`src/rtl/core/touch_wheel_quadrant_decoder_top_assert.svh`:
```
// ---------------------------------------------------------------------------
// Assertion macros for the touch wheel quadrant decoder
// Shared checks on clk, switched off while rst_n is low.
// ---------------------------------------------------------------------------
`ifndef TOUCH_WHEEL_QUADRANT_DECODER_TOP_ASSERT_SVH
`define TOUCH_WHEEL_QUADRANT_DECODER_TOP_ASSERT_SVH

// Same-cycle implication
`define TWQD_ASSERT_NOW(label, ante, cons, msg) \
    label: assert property (@(posedge clk) disable iff (!rst_n) (ante) |-> (cons)) \
        else $error(msg);

// Next-cycle implication
`define TWQD_ASSERT_NEXT(label, ante, cons, msg) \
    label: assert property (@(posedge clk) disable iff (!rst_n) (ante) |=> (cons)) \
        else $error(msg);

`endif

```
`src/rtl/core/twqd_pkg.sv`:
```
// ---------------------------------------------------------------------------
// twqd_pkg
// Types and fixed constants of the touch wheel quadrant decoder.
// ---------------------------------------------------------------------------
package twqd_pkg;

    // Coordinate width of the touchpad samples and of the wheel centre
    localparam int COORD_BITS  = 12;
    localparam int FINGER_BITS = 3;
    localparam int SEL_BITS    = 4;
    localparam int RANGE_BITS  = 12;
    localparam int CFG_IDX_BITS = 2;

    // Stream payload widths, rounded up to whole bytes
    localparam int IN_DATA_BITS  = 32;
    localparam int OUT_DATA_BITS = 40;

    typedef logic [COORD_BITS-1:0] coord_t;
    typedef logic [RANGE_BITS-1:0] range_t;

    // Quadrant codes as reported on the result
    typedef enum logic [2:0] {
        QUAD_INVALID      = 3'd0,
        QUAD_TOP_RIGHT    = 3'd1,
        QUAD_BOTTOM_RIGHT = 3'd2,
        QUAD_BOTTOM_LEFT  = 3'd3,
        QUAD_TOP_LEFT     = 3'd4
    } quad_t;

    // Rotation codes, two's complement
    typedef logic signed [1:0] rot_t;
    localparam rot_t ROT_NONE = 2'sb00;
    localparam rot_t ROT_CW   = 2'sb01;
    localparam rot_t ROT_CCW  = 2'sb11;

    // Configuration register indexes
    localparam logic [CFG_IDX_BITS-1:0] REG_RANGE_X = 2'd0;
    localparam logic [CFG_IDX_BITS-1:0] REG_RANGE_Y = 2'd1;

    // Reset value of both range registers
    localparam range_t RANGE_RESET = 12'd4095;

    localparam logic [FINGER_BITS-1:0] ONE_FINGER = 3'd1;

endpackage

```
`src/rtl/core/touch_wheel_quadrant_decoder_top.sv`:
```
// Path: an input transfer is held in the input register, then in the result register on the master side.
// Throughput: one sample per cycle while results are taken; an input register feeds one pass of
// compare, reciprocal-multiply and add logic into the result/state register.
// The input register still takes one sample while a finished result waits downstream.
// Reset (rst_n low, asynchronous): both stages empty, ranges 4095, centre
// 2047/2047, last quadrant invalid, item index zero.
// ---------------------------------------------------------------------------
// touch_wheel_quadrant_decoder_top
// Tracks a one-finger touch around a drifting wheel centre, reports the
// quadrant and steps a selected item index on clockwise or counter-clockwise
// quadrant changes.
// ---------------------------------------------------------------------------
module touch_wheel_quadrant_decoder_top
    import twqd_pkg::*;
#(
    parameter int ITEM_COUNT    = 10,
    parameter int DRIFT_DIVISOR = 30
)
(
    input  logic                     clk,
    input  logic                     rst_n,
    // Configuration write port
    input  logic                     cfg_we,
    input  logic [CFG_IDX_BITS-1:0]  cfg_index,
    input  logic [RANGE_BITS-1:0]    cfg_data,
    // Sample stream
    input  logic                     s_axis_tvalid,
    output logic                     s_axis_tready,
    // [11:0] touch_x, [23:12] touch_y, [26:24] finger_count, [31:27] zero
    input  logic [IN_DATA_BITS-1:0]  s_axis_tdata,
    // Result stream
    output logic                     m_axis_tvalid,
    input  logic                     m_axis_tready,
    // [3:0] selected_item, [6:4] quadrant, [8:7] rotation,
    // [20:9] wheel_center_x, [32:21] wheel_center_y, [39:33] zero
    output logic [OUT_DATA_BITS-1:0] m_axis_tdata
);

`include "touch_wheel_quadrant_decoder_top_assert.svh"

    // Index sizing
    localparam int IDX_BITS = $clog2(ITEM_COUNT);
    localparam logic [IDX_BITS:0]   COUNT_W  = (IDX_BITS+1)'(ITEM_COUNT);
    localparam logic [IDX_BITS-1:0] IDX_LAST = IDX_BITS'(ITEM_COUNT - 1);

    // Reciprocal for the drift division, exact for all magnitudes below 2^COORD_BITS
    localparam int DIV_LOG   = $clog2(DRIFT_DIVISOR);
    localparam int SHIFT     = COORD_BITS + DIV_LOG;
    localparam int MULT_BITS = COORD_BITS + 1;
    localparam int PROD_BITS = COORD_BITS + MULT_BITS;
    localparam logic [MULT_BITS-1:0] RECIP =
        MULT_BITS'(((longint'(1) << SHIFT) + DRIFT_DIVISOR - 1) / DRIFT_DIVISOR);

    // Configuration registers
    range_t range_x_reg;
    range_t range_y_reg;

    // Input stage
    logic                    in_valid_reg;
    coord_t                  touch_x_reg;
    coord_t                  touch_y_reg;
    logic [FINGER_BITS-1:0]  finger_reg;

    // Result stage, which is also the tracking state
    logic                 out_valid_reg;
    coord_t               center_x_reg, center_x_next;
    coord_t               center_y_reg, center_y_next;
    quad_t                quad_reg, quad_next;
    rot_t                 rot_reg, rot_next;
    logic [IDX_BITS-1:0]  idx_reg, idx_next;

    logic                 out_free;
    logic                 fire;
    logic                 right, top;
    logic [IDX_BITS:0]    idx_inc;
    logic [IDX_BITS+SEL_BITS-1:0] idx_ext;

    // Move a centre coordinate by offset / DRIFT_DIVISOR, truncated toward zero
    function automatic coord_t drift(input coord_t center, input coord_t sample);
        logic signed [COORD_BITS:0] offset;
        logic [COORD_BITS-1:0]      mag;
        logic [PROD_BITS-1:0]       prod;
        logic [PROD_BITS-1:0]       shifted;
        logic [COORD_BITS-1:0]      quo;
        logic signed [COORD_BITS:0] delta;
        logic [COORD_BITS:0]        moved;
        offset  = $signed({1'b0, sample}) - $signed({1'b0, center});
        mag     = offset[COORD_BITS] ? COORD_BITS'(-offset) : offset[COORD_BITS-1:0];
        prod    = PROD_BITS'(mag) * PROD_BITS'(RECIP);
        shifted = prod >> SHIFT;
        quo     = shifted[COORD_BITS-1:0];
        delta   = offset[COORD_BITS] ? -$signed({1'b0, quo}) : $signed({1'b0, quo});
        moved   = {1'b0, center} + $unsigned(delta);
        return moved[COORD_BITS-1:0];
    endfunction

    // Handshake: the result stage advances when its register is empty or taken
    assign out_free      = !out_valid_reg || m_axis_tready;
    assign fire          = in_valid_reg && out_free;
    assign s_axis_tready = !in_valid_reg || out_free;
    assign m_axis_tvalid = out_valid_reg;

    // Write configuration; other indexes are dropped
    always_ff @(posedge clk or negedge rst_n)
    begin
        if (!rst_n)
        begin
            range_x_reg <= RANGE_RESET;
            range_y_reg <= RANGE_RESET;
        end
        else if (cfg_we)
        begin
            unique case (cfg_index)
                REG_RANGE_X: range_x_reg <= cfg_data;
                REG_RANGE_Y: range_y_reg <= cfg_data;
                default:     ;
            endcase
        end
    end

    // Input stage valid
    always_ff @(posedge clk or negedge rst_n)
    begin
        if (!rst_n)
            in_valid_reg <= 1'b0;
        else if (s_axis_tready)
            in_valid_reg <= s_axis_tvalid;
    end

    // Input stage payload
    always_ff @(posedge clk)
    begin
        if (s_axis_tvalid && s_axis_tready)
        begin
            touch_x_reg <= s_axis_tdata[COORD_BITS-1:0];
            touch_y_reg <= s_axis_tdata[2*COORD_BITS-1:COORD_BITS];
            finger_reg  <= s_axis_tdata[2*COORD_BITS+FINGER_BITS-1:2*COORD_BITS];
        end
    end

    // Quadrant and centre update
    always_comb
    begin
        right = touch_x_reg >= center_x_reg;
        top   = touch_y_reg >= center_y_reg;
        if (finger_reg != ONE_FINGER)
        begin
            quad_next     = QUAD_INVALID;
            center_x_next = COORD_BITS'(range_x_reg >> 1);
            center_y_next = COORD_BITS'(range_y_reg >> 1);
        end
        else
        begin
            if (right)
                quad_next = top ? QUAD_TOP_RIGHT : QUAD_BOTTOM_RIGHT;
            else
                quad_next = top ? QUAD_TOP_LEFT : QUAD_BOTTOM_LEFT;
            center_x_next = drift(center_x_reg, touch_x_reg);
            center_y_next = drift(center_y_reg, touch_y_reg);
        end
    end

    // Rotation between two valid quadrants
    always_comb
    begin
        if ((quad_reg == QUAD_TOP_RIGHT    && quad_next == QUAD_BOTTOM_RIGHT) ||
            (quad_reg == QUAD_BOTTOM_RIGHT && quad_next == QUAD_BOTTOM_LEFT)  ||
            (quad_reg == QUAD_BOTTOM_LEFT  && quad_next == QUAD_TOP_LEFT)     ||
            (quad_reg == QUAD_TOP_LEFT     && quad_next == QUAD_TOP_RIGHT))
            rot_next = ROT_CW;
        else if ((quad_reg == QUAD_TOP_RIGHT    && quad_next == QUAD_TOP_LEFT)     ||
                 (quad_reg == QUAD_BOTTOM_RIGHT && quad_next == QUAD_TOP_RIGHT)    ||
                 (quad_reg == QUAD_BOTTOM_LEFT  && quad_next == QUAD_BOTTOM_RIGHT) ||
                 (quad_reg == QUAD_TOP_LEFT     && quad_next == QUAD_BOTTOM_LEFT))
            rot_next = ROT_CCW;
        else
            rot_next = ROT_NONE;
    end

    // Step the item index, wrapping within the item count
    always_comb
    begin
        idx_inc  = {1'b0, idx_reg} + 1'b1;
        idx_next = idx_reg;
        if (rot_next == ROT_CW)
            idx_next = (idx_inc >= COUNT_W) ? '0 : idx_inc[IDX_BITS-1:0];
        else if (rot_next == ROT_CCW)
            idx_next = (idx_reg == '0 || {1'b0, idx_reg} >= COUNT_W) ?
                       IDX_LAST : idx_reg - 1'b1;
    end

    // Result and tracking state
    always_ff @(posedge clk or negedge rst_n)
    begin
        if (!rst_n)
        begin
            out_valid_reg <= 1'b0;
            center_x_reg  <= COORD_BITS'(RANGE_RESET >> 1);
            center_y_reg  <= COORD_BITS'(RANGE_RESET >> 1);
            quad_reg      <= QUAD_INVALID;
            rot_reg       <= ROT_NONE;
            idx_reg       <= '0;
        end
        else
        begin
            if (out_free)
                out_valid_reg <= in_valid_reg;
            if (fire)
            begin
                center_x_reg <= center_x_next;
                center_y_reg <= center_y_next;
                quad_reg     <= quad_next;
                rot_reg      <= rot_next;
                idx_reg      <= idx_next;
            end
        end
    end

    // Pack the result
    assign idx_ext = {{SEL_BITS{1'b0}}, idx_reg};
    assign m_axis_tdata = {
        (OUT_DATA_BITS - SEL_BITS - 3 - 2 - 2*COORD_BITS)'(0),
        center_y_reg,
        center_x_reg,
        rot_reg,
        quad_reg,
        idx_ext[SEL_BITS-1:0]
    };

    // Checks
    `TWQD_ASSERT_NOW(a_rot_needs_valid_quad,
        out_valid_reg && rot_reg != ROT_NONE, quad_reg != QUAD_INVALID,
        "rotation reported with an invalid quadrant")
    `TWQD_ASSERT_NOW(a_idx_in_range, 1'b1, {1'b0, idx_reg} < COUNT_W,
        "item index beyond item count")
    `TWQD_ASSERT_NEXT(a_idx_holds_without_rot, fire && rot_next == ROT_NONE,
        $stable(idx_reg), "item index moved without a rotation")
    `TWQD_ASSERT_NOW(a_stall_blocks_input,
        in_valid_reg && out_valid_reg && !m_axis_tready, !s_axis_tready,
        "input taken while both stages are full and stalled")

endmodule
```
`config.mk`:
```
export PLATFORM = sky130hd
export DESIGN_NAME = touch_wheel_quadrant_decoder_top
export DESIGN_NICKNAME = d
export VERILOG_FILES = /design/src/rtl/core/twqd_pkg.sv /design/src/rtl/core/touch_wheel_quadrant_decoder_top.sv
export VERILOG_INCLUDE_DIRS = /design/src /design/src/rtl/core
export SDC_FILE = /design/constraint.sdc
export NUM_CORES = 1
export LEC_CHECK = 0
export ABC_AREA = 1
export BUFFER_PORTS_ARGS = -buffer_cell sky130_fd_sc_hd__buf_2
export CORE_MARGIN = 2
export CORE_UTILIZATION = 62
export CTS_CLUSTER_SIZE = 12
export DETAILED_ROUTE_END_ITERATION = 10
export GPL_TIMING_DRIVEN = 0
export PLACE_DENSITY = 0.9
export SLEW_MARGIN = 10
export SYNTH_ARGS = -nofsm -noshare
export SYNTH_HDL_FRONTEND = slang
export SYNTH_SLANG_ARGS = --single-unit
```
`constraint.sdc`:
```
create_clock -name clk -period 8.75 [get_ports clk]
set_clock_uncertainty 0.15 [all_clocks]
set_input_delay 2.1875 -clock clk [delete_from_list [all_inputs] [get_ports clk]]
set_output_delay 2.1875 -clock clk [all_outputs]
set_load 0.02 [all_outputs]
```
Word-level counts from Yosys, hierarchy flattened
Index checks and enable logic that the tools add are counted.
{ "totals": {"ff_bits": 86, "latchBits": 0, "ramBits": 0, "romBits": 0, "in_bits": 51, "word_cells": 83, "n_memories": 0} }
{ "op_classes": {"n_addsub": 10, "multipliers": 2, "n_div": 0, "order_cmp": 4, "n_eq_ne": 12, "shifts": 0, "n_mux": 16, "bitwise_logic": 0, "n_reduce_logical": 27} }
{ "op_table": {"columns": ["operator", "count"], "rows": [
  ["two-way mux 12 bit", 6],
  ["multiplier 12 x 12 -> 24 bit, second input constant", 2],
  ["subtractor 12 x 12 -> 13 bit", 2],
  ["adder 12 bit", 2],
  [">= comparator 12 bit", 2],
  ["negator 12 bit", 2],
  ["negator 8 -> 12 bit", 2],
  ["two-way mux 4 bit", 4],
  ["equality test 3 x 2 -> 1 bit, second input constant", 4],
  ["logical AND 1 bit", 10],
  ["logical OR 1 bit", 9],
  ["two-way mux 3 bit", 3],
  ["equality test 3 x 1 -> 1 bit, second input constant", 2],
  ["equality test 3 bit, second input constant", 2],
  ["two-way mux 2 bit", 3],
  ["AND reduction 2 bit", 3],
  ["adder 4 x 1 -> 5 bit, second input constant", 1],
  [">= comparator 5 x 4 -> 1 bit, second input constant", 1],
  ["equality test 2 x 1 -> 1 bit, second input constant", 2],
  [">= comparator 4 bit, second input constant", 1],
  ["logical NOT 4 bit", 1],
  ["subtractor 4 x 1 -> 4 bit, second input constant", 1],
  ["inequality test 3 x 1 -> 1 bit, second input constant", 1],
  ["equality test 2 bit, second input constant", 1],
  ["3 further kinds", 4]
]} }

Logic depth before layout (Yosys ltp)
Gate-level depths: netlist (run 1).
{ "depth": {"depth_word": 14, "depth_mapped": 53} }

Least setup slack after synthesis (run 1)
OpenSTA, ideal clock, no wires.
{ "synth_timing": {"path_type": "register -> register", "from": "reg center_y_reg[3]", "to": "reg center_y_reg[10]", "setup_time_ns": 0.088, "arrival_time_ns": 6.920, "t_required_ns": 8.512, "path_slack_ns": 1.592, "stages_incl_launch_ff": 41, "path_buffers": 0, "path_cell_list": "dfstp_2 inv_1 ha_1 nand2_2 o21ai_2 nand3_1 nand2_1 nand2_1 nand2_1 nand2_1 nor2_2 nand2_1 o31ai_1 xor2_1 inv_1 fa_1 inv_1 ha_1 [5 not listed] nand3_1 and2_4 ha_1 nand2_1 o21ai_0 fa_1 a21o_1 a21oi_1 o21bai_1 a21oi_1 o21ai_0 a21oi_1 nor2_1 nor2_1 xor2_1 nand2_1 o211ai_1 o21ai_0"} }
{ "synth_via": {"elab_chain_cells": 8} }
{ "synth_rtl": {"columns": ["element", "line", "rtl"], "rows": [
  ["start: declaration", "touch_wheel_quadrant_decoder_top.sv:67", "coord_t center_y_reg, center_y_next;"],
  ["start signal: assignment", "touch_wheel_quadrant_decoder_top.sv:199", "center_y_reg <= COORD_BITS'(RANGE_RESET >> 1);"],
  ["start signal: assignment", "touch_wheel_quadrant_decoder_top.sv:211", "center_y_reg <= center_y_next;"],
  ["subtractor 12 x 12 -> 13 bit", "touch_wheel_quadrant_decoder_top.sv:87", "offset = $signed({1'b0, sample}) - $signed({1'b0, center});"],
  ["negator 12 bit", "touch_wheel_quadrant_decoder_top.sv:88", "mag = offset[COORD_BITS] ? COORD_BITS'(-offset) : offset[COORD_BITS-1:0];"],
  ["two-way mux 12 bit", "touch_wheel_quadrant_decoder_top.sv:88", null],
  ["multiplier 12 x 12 -> 24 bit", "touch_wheel_quadrant_decoder_top.sv:89", "prod = PROD_BITS'(mag) * PROD_BITS'(RECIP);"],
  ["negator 8 -> 12 bit", "touch_wheel_quadrant_decoder_top.sv:92", "delta = offset[COORD_BITS] ? -$signed({1'b0, quo}) : $signed({1'b0, quo});"],
  ["two-way mux 12 bit", "touch_wheel_quadrant_decoder_top.sv:92", null],
  ["adder 12 bit (*)", "touch_wheel_quadrant_decoder_top.sv:93", "moved = {1'b0, center} + $unsigned(delta);"],
  ["two-way mux 12 bit (*)", "touch_wheel_quadrant_decoder_top.sv:146", "if (finger_reg != ONE_FINGER)"]
]} }
Every way passes the cells marked *; elsewhere a longest branch is shown, timed or not.
A chain may end at the register's enable or synchronous reset.

Final worst setup path (run 1)
{ "layout_timing": {"from": "reg center_x_reg[10]", "to": "reg center_x_reg[11]"} }
{ "layout_via": {"elab_chain_cells": 8} }
{ "layout_rtl": {"columns": ["element", "line", "rtl"], "rows": [
  ["start: declaration", "touch_wheel_quadrant_decoder_top.sv:66", "coord_t center_x_reg, center_x_next;"],
  ["start signal: assignment", "touch_wheel_quadrant_decoder_top.sv:198", "center_x_reg <= COORD_BITS'(RANGE_RESET >> 1);"],
  ["start signal: assignment", "touch_wheel_quadrant_decoder_top.sv:210", "center_x_reg <= center_x_next;"],
  ["subtractor 12 x 12 -> 13 bit", "touch_wheel_quadrant_decoder_top.sv:87", null],
  ["negator 12 bit", "touch_wheel_quadrant_decoder_top.sv:88", null],
  ["two-way mux 12 bit", "touch_wheel_quadrant_decoder_top.sv:88", null],
  ["multiplier 12 x 12 -> 24 bit", "touch_wheel_quadrant_decoder_top.sv:89", null],
  ["negator 8 -> 12 bit", "touch_wheel_quadrant_decoder_top.sv:92", null],
  ["two-way mux 12 bit", "touch_wheel_quadrant_decoder_top.sv:92", null],
  ["adder 12 bit (*)", "touch_wheel_quadrant_decoder_top.sv:93", null],
  ["two-way mux 12 bit (*)", "touch_wheel_quadrant_decoder_top.sv:146", null]
]} }
Marked as above.

==> summary.md, run 1 <==
| Metric | Value |
|---|---|
| Area grow syn2layout | 10.4% |
| Mapped Area | between 10000 and 15000 µm² |
| First-pass GRT wire length | 42300 µm |
| Max-Cap Viols | 0 |
| Largest net degree at the start of global routing | 58 |
| Routed length per instance | 14.8 µm |
| Setup TNS | 0 ns |
| CP max stage delay | 0.55 ns |
| Fin crit period | 8.27 ns |
| Top cells by area, synth | ha_1 21%, nand2_1 12%, dfstp_2 11%, edfxtp_1 7.9%, inv_1 7.7% |
| Rel. slew slack | 0.255 |
| Number of iterations in the first detailed-routing pass | 6 |
| Setup crit end kind | flip-flop |
| Worst-Skew Late Latency | 0.34 ns |
| Vias per Instance | 5.63 |
| Crit path top cell by count | nand2_1 |
| Synthesized instance count | 1401 |
| Fin. Hold Viols | 0 |
| Sequential share of the synthesized area | 0.223 |
| Flops & latches, synth | 84 |
| Count of cell types in the netlist | between 50 and 60 |
| Cell with the most instances after synthesis | nand2_1 |
| Overflow after GRT | 0 |
| CORE AREA | between 15000 and 20000 µm² |
| Layout cells sized above 1 | 0.169 |
| Initial antenna violation count | 0 |
| Status | completed |
| Cells on Worst Hold Path | 2 |
| CTS tree | built |
| Hold WC Path Type | flip-flop to flip-flop |
| Reg-to-Reg Start | center_x_reg[10]$_DFFE_PN1P_ |
| CTS clock-pin slew for the worst setup and hold paths | 0.06 ns |
| Clk buf depth | 2 |
| Top-area cell type share of the netlist area | 0.213 |
| Root Buffer | clkbuf_16 |
| Primary FF master, synth | dfstp_2 |
| CP required | 8.83 ns |
| Crit-path max FO | 10 |
| Hold Path Origin | rot_reg[1]$_DFFE_PN0P_ |
| Fmax | 121 MHz |
| Die X | about 130 µm |
| Gr usage total | 0.291 |
| Via Count | 9710 |
| Post-route ant nets | 0 |
| Slew @ Worst Pin | 1.12 ns |
| # DRC | 0 |
| Final Wtd Congestion | ~0.97 |
| Clock buffer count from CTS | 9 |
| R2r setup slk | about 0.48 ns |
| Final setup vio count | 0 |
| Avg Inst Size Synth | 7.34 µm² |
| Hold Crit Endpoint | rot_reg[1]$_DFFE_PN0P_ |
| Port Buf Inserts | between 70 and 80 |
| H-tree depth | 3 |
| CP arrival | 8.35 ns |
| Final wirelength | 25500 µm |
| Synth top cells by count | 316 x nand2_1, 211 x inv_1, 175 x ha_1 |
| HPWL after detailed placement | approximately 21000 µm |
| Die Y | 133 µm |
| Ports | 93 |
| Clock Sinks | 84 |
| Ant diodes | 0 |
| Reg2Reg Depth | 43 |
| RSZ-0062 raised after global routing | no |
| Final Max Slew Viols | 0 |
| Crit-path slowest cell | dfstp_2 |
| R2R Path End | center_x_reg[11]$_DFFE_PN0P_ |
| Final #Nets | 1739 |
| Synth warnings | 0 |
| Std-Cell Rows | 47 |
| Starting Density | 0.627 |
| Startpoint Class | flip-flop |
| Crit path kind | flip-flop to flip-flop |
| Post-synth EDFFs | 27 |
| Fin crit share | 0.945 |
| Full die area | 17600 µm² |
| Vias in the first global route | 9179 |
| FFs w/ async S/R, synth | 0.679 |
| Yosys top cell by area | ha_1 |
| First DRT Iteration DRCs | 904 |
## worst max path at each step
stage                                            start                           end  slack [ns]  cells past startpoint
after floorplan            center_y_reg[3]$_DFFE_PN1P_  center_y_reg[10]$_DFFE_PN1P_        1.59                     40
after global placement     center_y_reg[2]$_DFFE_PN1P_  center_y_reg[10]$_DFFE_PN1P_        0.83                     40
after detailed placement   center_y_reg[2]$_DFFE_PN1P_  center_y_reg[11]$_DFFE_PN0P_        0.58                     44
after CTS                 center_x_reg[10]$_DFFE_PN1P_  center_x_reg[11]$_DFFE_PN0P_        0.44                     42
after global routing       center_y_reg[2]$_DFFE_PN1P_  center_y_reg[11]$_DFFE_PN0P_      0.0007                     44
final                     center_x_reg[10]$_DFFE_PN1P_  center_x_reg[11]$_DFFE_PN0P_        0.48                     43
## routing by layer
metal	part of all wire	track usage
met1	0.44	0.391
met2	0.46	0.478
met3	0.060	0.0356
met4	0.041	0.116
met5	0	0
## cells by family (layout without fill, tap and decap cells)
family / count (synthesis) / in the layout / synth area share
compound gates: 228 / 228 / 0.127
xor+xnor: 53 / 53 / 0.0492
fa+ha+maj: 189 / 189 / 0.240
buf+inv: 248 / 345 / 0.0955
flops: 84 / 84 / 0.223
other cells: 1 / 7 / 0.000365
simple gates: 598 / 598 / 0.265
## worst max-delay path, delay by kind of cell (launching register included)
family | cells | cell delay, ns
flops | 1 | 0.55
compound gates | 12 | 2.26
fa+ha+maj | 7 | 2.23
buf+inv | 9 | 0.99
xor+xnor | 3 | 0.69
simple gates | 12 | 1.29
## cells in the final DEF, fill, tap and decap left out, types with 38 or more instances in the layout
cell     count
nand2_1    316
nor2_1      89
nand2_2     38
a21oi_1     76
nand3_1     77
o21ai_0     91
buf_2       80
inv_1      211
dfstp_2     44
ha_1       175
## cell type report
type,instances,area [µm²]
buffer,26,149
clock buffer,9,225
clock inverter,7,67.6
fill,1288,5050
inverter,222,833
multi-input combinational,1075,7100
sequential,84,2290
tap,220,275
timing repair buffer,81,413
## repair_timing
| item | 4_1_cts | 5_1_grt |
|---|---|---|
| hold buffers | 0 | 0 |
| endpoints found under the setup margin | 0 | 4 |
| resized for setup | 0 | 11 |
| buffers inserted | 0 | 2 |
| hold endpoints to repair | 0 | 0 |
## stage by stage
stage	cell area [µm²]	setup WS, ns	instances	hold WS, ns	utilization
after floorplan	10300	1.59	1407	0.317	-
after global placement	11000	0.826	1706	0.321	0.669
after detailed placement	11000	0.579	1706	0.320	0.669
after CTS	11300	0.439	1722	0.338	0.687
after global routing	11400	0.000679	1724	0.353	0.692
final	11400	0.483	1724	0.339	0.692
Power of run 1 is not shown: default switching activity piles up to over one toggle a cycle in this logic, so the estimate is an artifact.
==> run 2: changes to the inputs <==
ABC_AREA = unset   (was 1)
TNS_END_PERCENT = 50   (was unset)
==> summary.md, run 2 <==
| Metric | Value |
|---|---|
| Vias in the first global route | 8754 |
| Final #Nets | 1496 |
| Std-Cell Rows | 45 |
| Root Buffer | clkbuf_16 |
| Fmax | between 100 and 150 MHz |
| Hold WC Path Type | flip-flop to flip-flop |
| Worst-Skew Late Latency | 0.36 ns |
| DR top layer | met4 |
| Clk buf depth | 2 |
| FFs w/ async S/R, synth | 0.679 |
| Final setup vio count | 6 |
| Synth top cells by count | 175 x ha_1, 99 x inv_1, 92 x a21oi_1 |
| Top-area cell type share of the netlist area | 0.223 |
| Setup crit end kind | flip-flop |
| Fin. Hold Viols | 0 |
| Placed cells | ~1400 |
| CP arrival | between 9 and 10 ns |
| Synthesized instance count | roughly 1100 |
| Crit path top cell by count | ha_4 |
| Starting Density | 0.640 |
| Synth warnings | 0 |
| Pre-CTS WS | -0.845 ns |
| Largest net degree at the start of global routing | 58 |
| Crit-path max FO | 7 |
| Clock Sinks | 84 |
| Post-route ant nets | 0 |
| Final wirelength | 33700 µm |
| Ports | 93 |
| HPWL after detailed placement | roughly 19000 µm |
| Initial antenna violation count | 0 |
| Mapped Area | 9810 µm² |
| Cells on Worst Hold Path | 1 |
| Via Count | 10281 |
| Ant diodes | 0 |
| RSZ-0062 raised after global routing | yes |
| Primary FF master, synth | dfstp_2 |
| Startpoint Class | flip-flop |
| Fin crit share | 1.04 |
| Sequential share of the synthesized area | 0.234 |
| Flops & latches, synth | 84 |
| Layout cells sized above 1 | 0.310 |
| Overflow after GRT | 0 |
| Fin worst setup slack | -0.328 ns |
| Full die area | around 17000 µm² |
| CTS tree | built |
| Setup TNS | -0.960 ns |
| Met2 routed WL | 15000 µm |
| Max-Cap Viols | 0 |
| WL met3 | a little under 4000 µm |
| Status | complete, but fails checks |
| Final Wtd Congestion | 0.966 |
| Area grow syn2layout | 23.6% |
| Commonest cells after routing, fill and taps aside | 150 x ha_1, 97 x inv_1, 80 x buf_2 |
| Crit-path slowest cell | dfstp_2 |
| Register area | 2290 µm² |
| Failing checks | negative setup slack |
| First DRT Iteration DRCs | ~1400 |
| Area of the multi-input gates | 7840 µm² |
| # DRC | 0 |
| CORE AREA | roughly 15000 µm² |
| H-tree depth | 3 |
| Wl on met1 | 12300 µm |
| Fin crit period | 9.08 ns |
| Avg Inst Size Synth | 8.93 µm² |
| Clock buffer count from CTS | 9 |
| Post-CTS Hold Fix Bufs | 0 |
| Most common cell after layout, fill and taps aside | ha_1 |
| Die X | 130 µm |
| Number of iterations in the first detailed-routing pass | 6 |
| Reg2Reg Depth | 39 |
| Final Non-Filler Cells | between 1000 and 1500 |
| Port Buf Inserts | 79 |
| First-pass GRT wire length | 42000 µm |
| Post-synth EDFFs | 27 |
| Routed length per instance | 22.9 µm |
| Top cells by area, synth | ha_1 22%, dfstp_2 12%, edfxtp_1 8.3%, xnor2_1 5.2%, a21oi_1 4.7% |
| Final Max Slew Viols | 0 |
| Count of cell types in the netlist | 85 |
| Cell with the most instances after synthesis | ha_1 |
| CP required | 8.81 ns |
| Slew @ Worst Pin | 0.775 ns |
| Vias per Instance | 6.98 |
| Gr usage total | 0.311 |
| Fin Hold WS | 0.333 ns |
| Rel. slew slack | 0.483 |
| Die Y | 130 µm |
| Crit path kind | flip-flop to flip-flop |
| CTS clock-pin slew for the worst setup and hold paths | 0.08 ns |
| Yosys top cell by area | ha_1 |
| Fillers | approximately 820 |
| CP max stage delay | 0.63 ns |
-- run 2: path summary, 6_finish.rpt --
| path | from | end | slack, ns |
|---|---|---|---|
| worst max-delay path | center_y_reg[3]$_DFFE_PN1P_ | center_y_reg[11]$_DFFE_PN0P_ | -0.33 |
| worst min-delay path | rot_reg[0]$_DFFE_PN0P_ | rot_reg[0]$_DFFE_PN0P_ | 0.33 |
| worst max register to register | center_y_reg[3]$_DFFE_PN1P_ | center_y_reg[11]$_DFFE_PN0P_ | -0.33 |
| worst min register to register | rot_reg[0]$_DFFE_PN0P_ | rot_reg[0]$_DFFE_PN0P_ | 0.33 |
| max in group asynchronous | rst_n | idx_reg[3]$_DFFE_PN0P_ | 6.22 |
| min in group asynchronous | rst_n | idx_reg[2]$_DFFE_PN0P_ | 1.75 |
-- run 2: layout make-up --
class,instances,area share
multi-input cells,887,0.647
flip-flops and latches,84,0.189
repair buffers,143,0.0735
inverters,100,0.0312
well taps,211,0.0218
clock buffers,9,0.0186
plain buffers,31,0.0138
clock inverters,7,0.00557
-- run 2: cells by family after synthesis --
logic type	after synthesis	share of synthesized area
flip-flops	84	0.234
AO/OA/AOI/OAI	286	0.191
other	1	0.000382
adder cells (fa/ha/maj)	192	0.255
multiplexers	35	0.0388
AND/OR/NAND/NOR	280	0.147
XOR/XNOR	87	0.0791
buffers and inverters	133	0.0549
-- run 2: timing repair --
item / 4_1_cts / 5_1_grt
buffers inserted: 20 / 44
gates resized for setup: 56 / 123
setup endpoints to repair: 13 / 10
endpoints found under the hold margin: 0 / 0
pin swaps: 20 / 62
-- run 2: routing by layer --
metal / track usage / up-vias
li1: - / 4292
met1: 0.419 / 4785
met2: 0.511 / 932
met3: 0.0353 / 272
met4: 0.135 / 0
met5: 0 / -
-- run 2: stage by stage --
| stage | instance area [µm²] | util |
|---|---|---|
| after detailed placement | 10500 | 0.685 |
| after global placement | 10500 | 0.685 |
| after floorplan | 9830 | - |
| final | 12100 | 0.792 |
| after CTS | 11200 | 0.732 |
| after global routing | 12100 | 0.792 |
-- run 2: worst max-delay path: cells and delay by family (launching register included) --
| family | cells | cell delay, ns |
|---|---|---|
| xor+xnor | 3 | 0.78 |
| compound gates | 14 | 2.71 |
| buf+inv | 5 | 0.56 |
| flops | 1 | 0.63 |
| simple gates | 9 | 1.90 |
| mux | 1 | 0.17 |
| fa+ha+maj | 7 | 2.02 |
Power of run 2 is left out for the same reason.
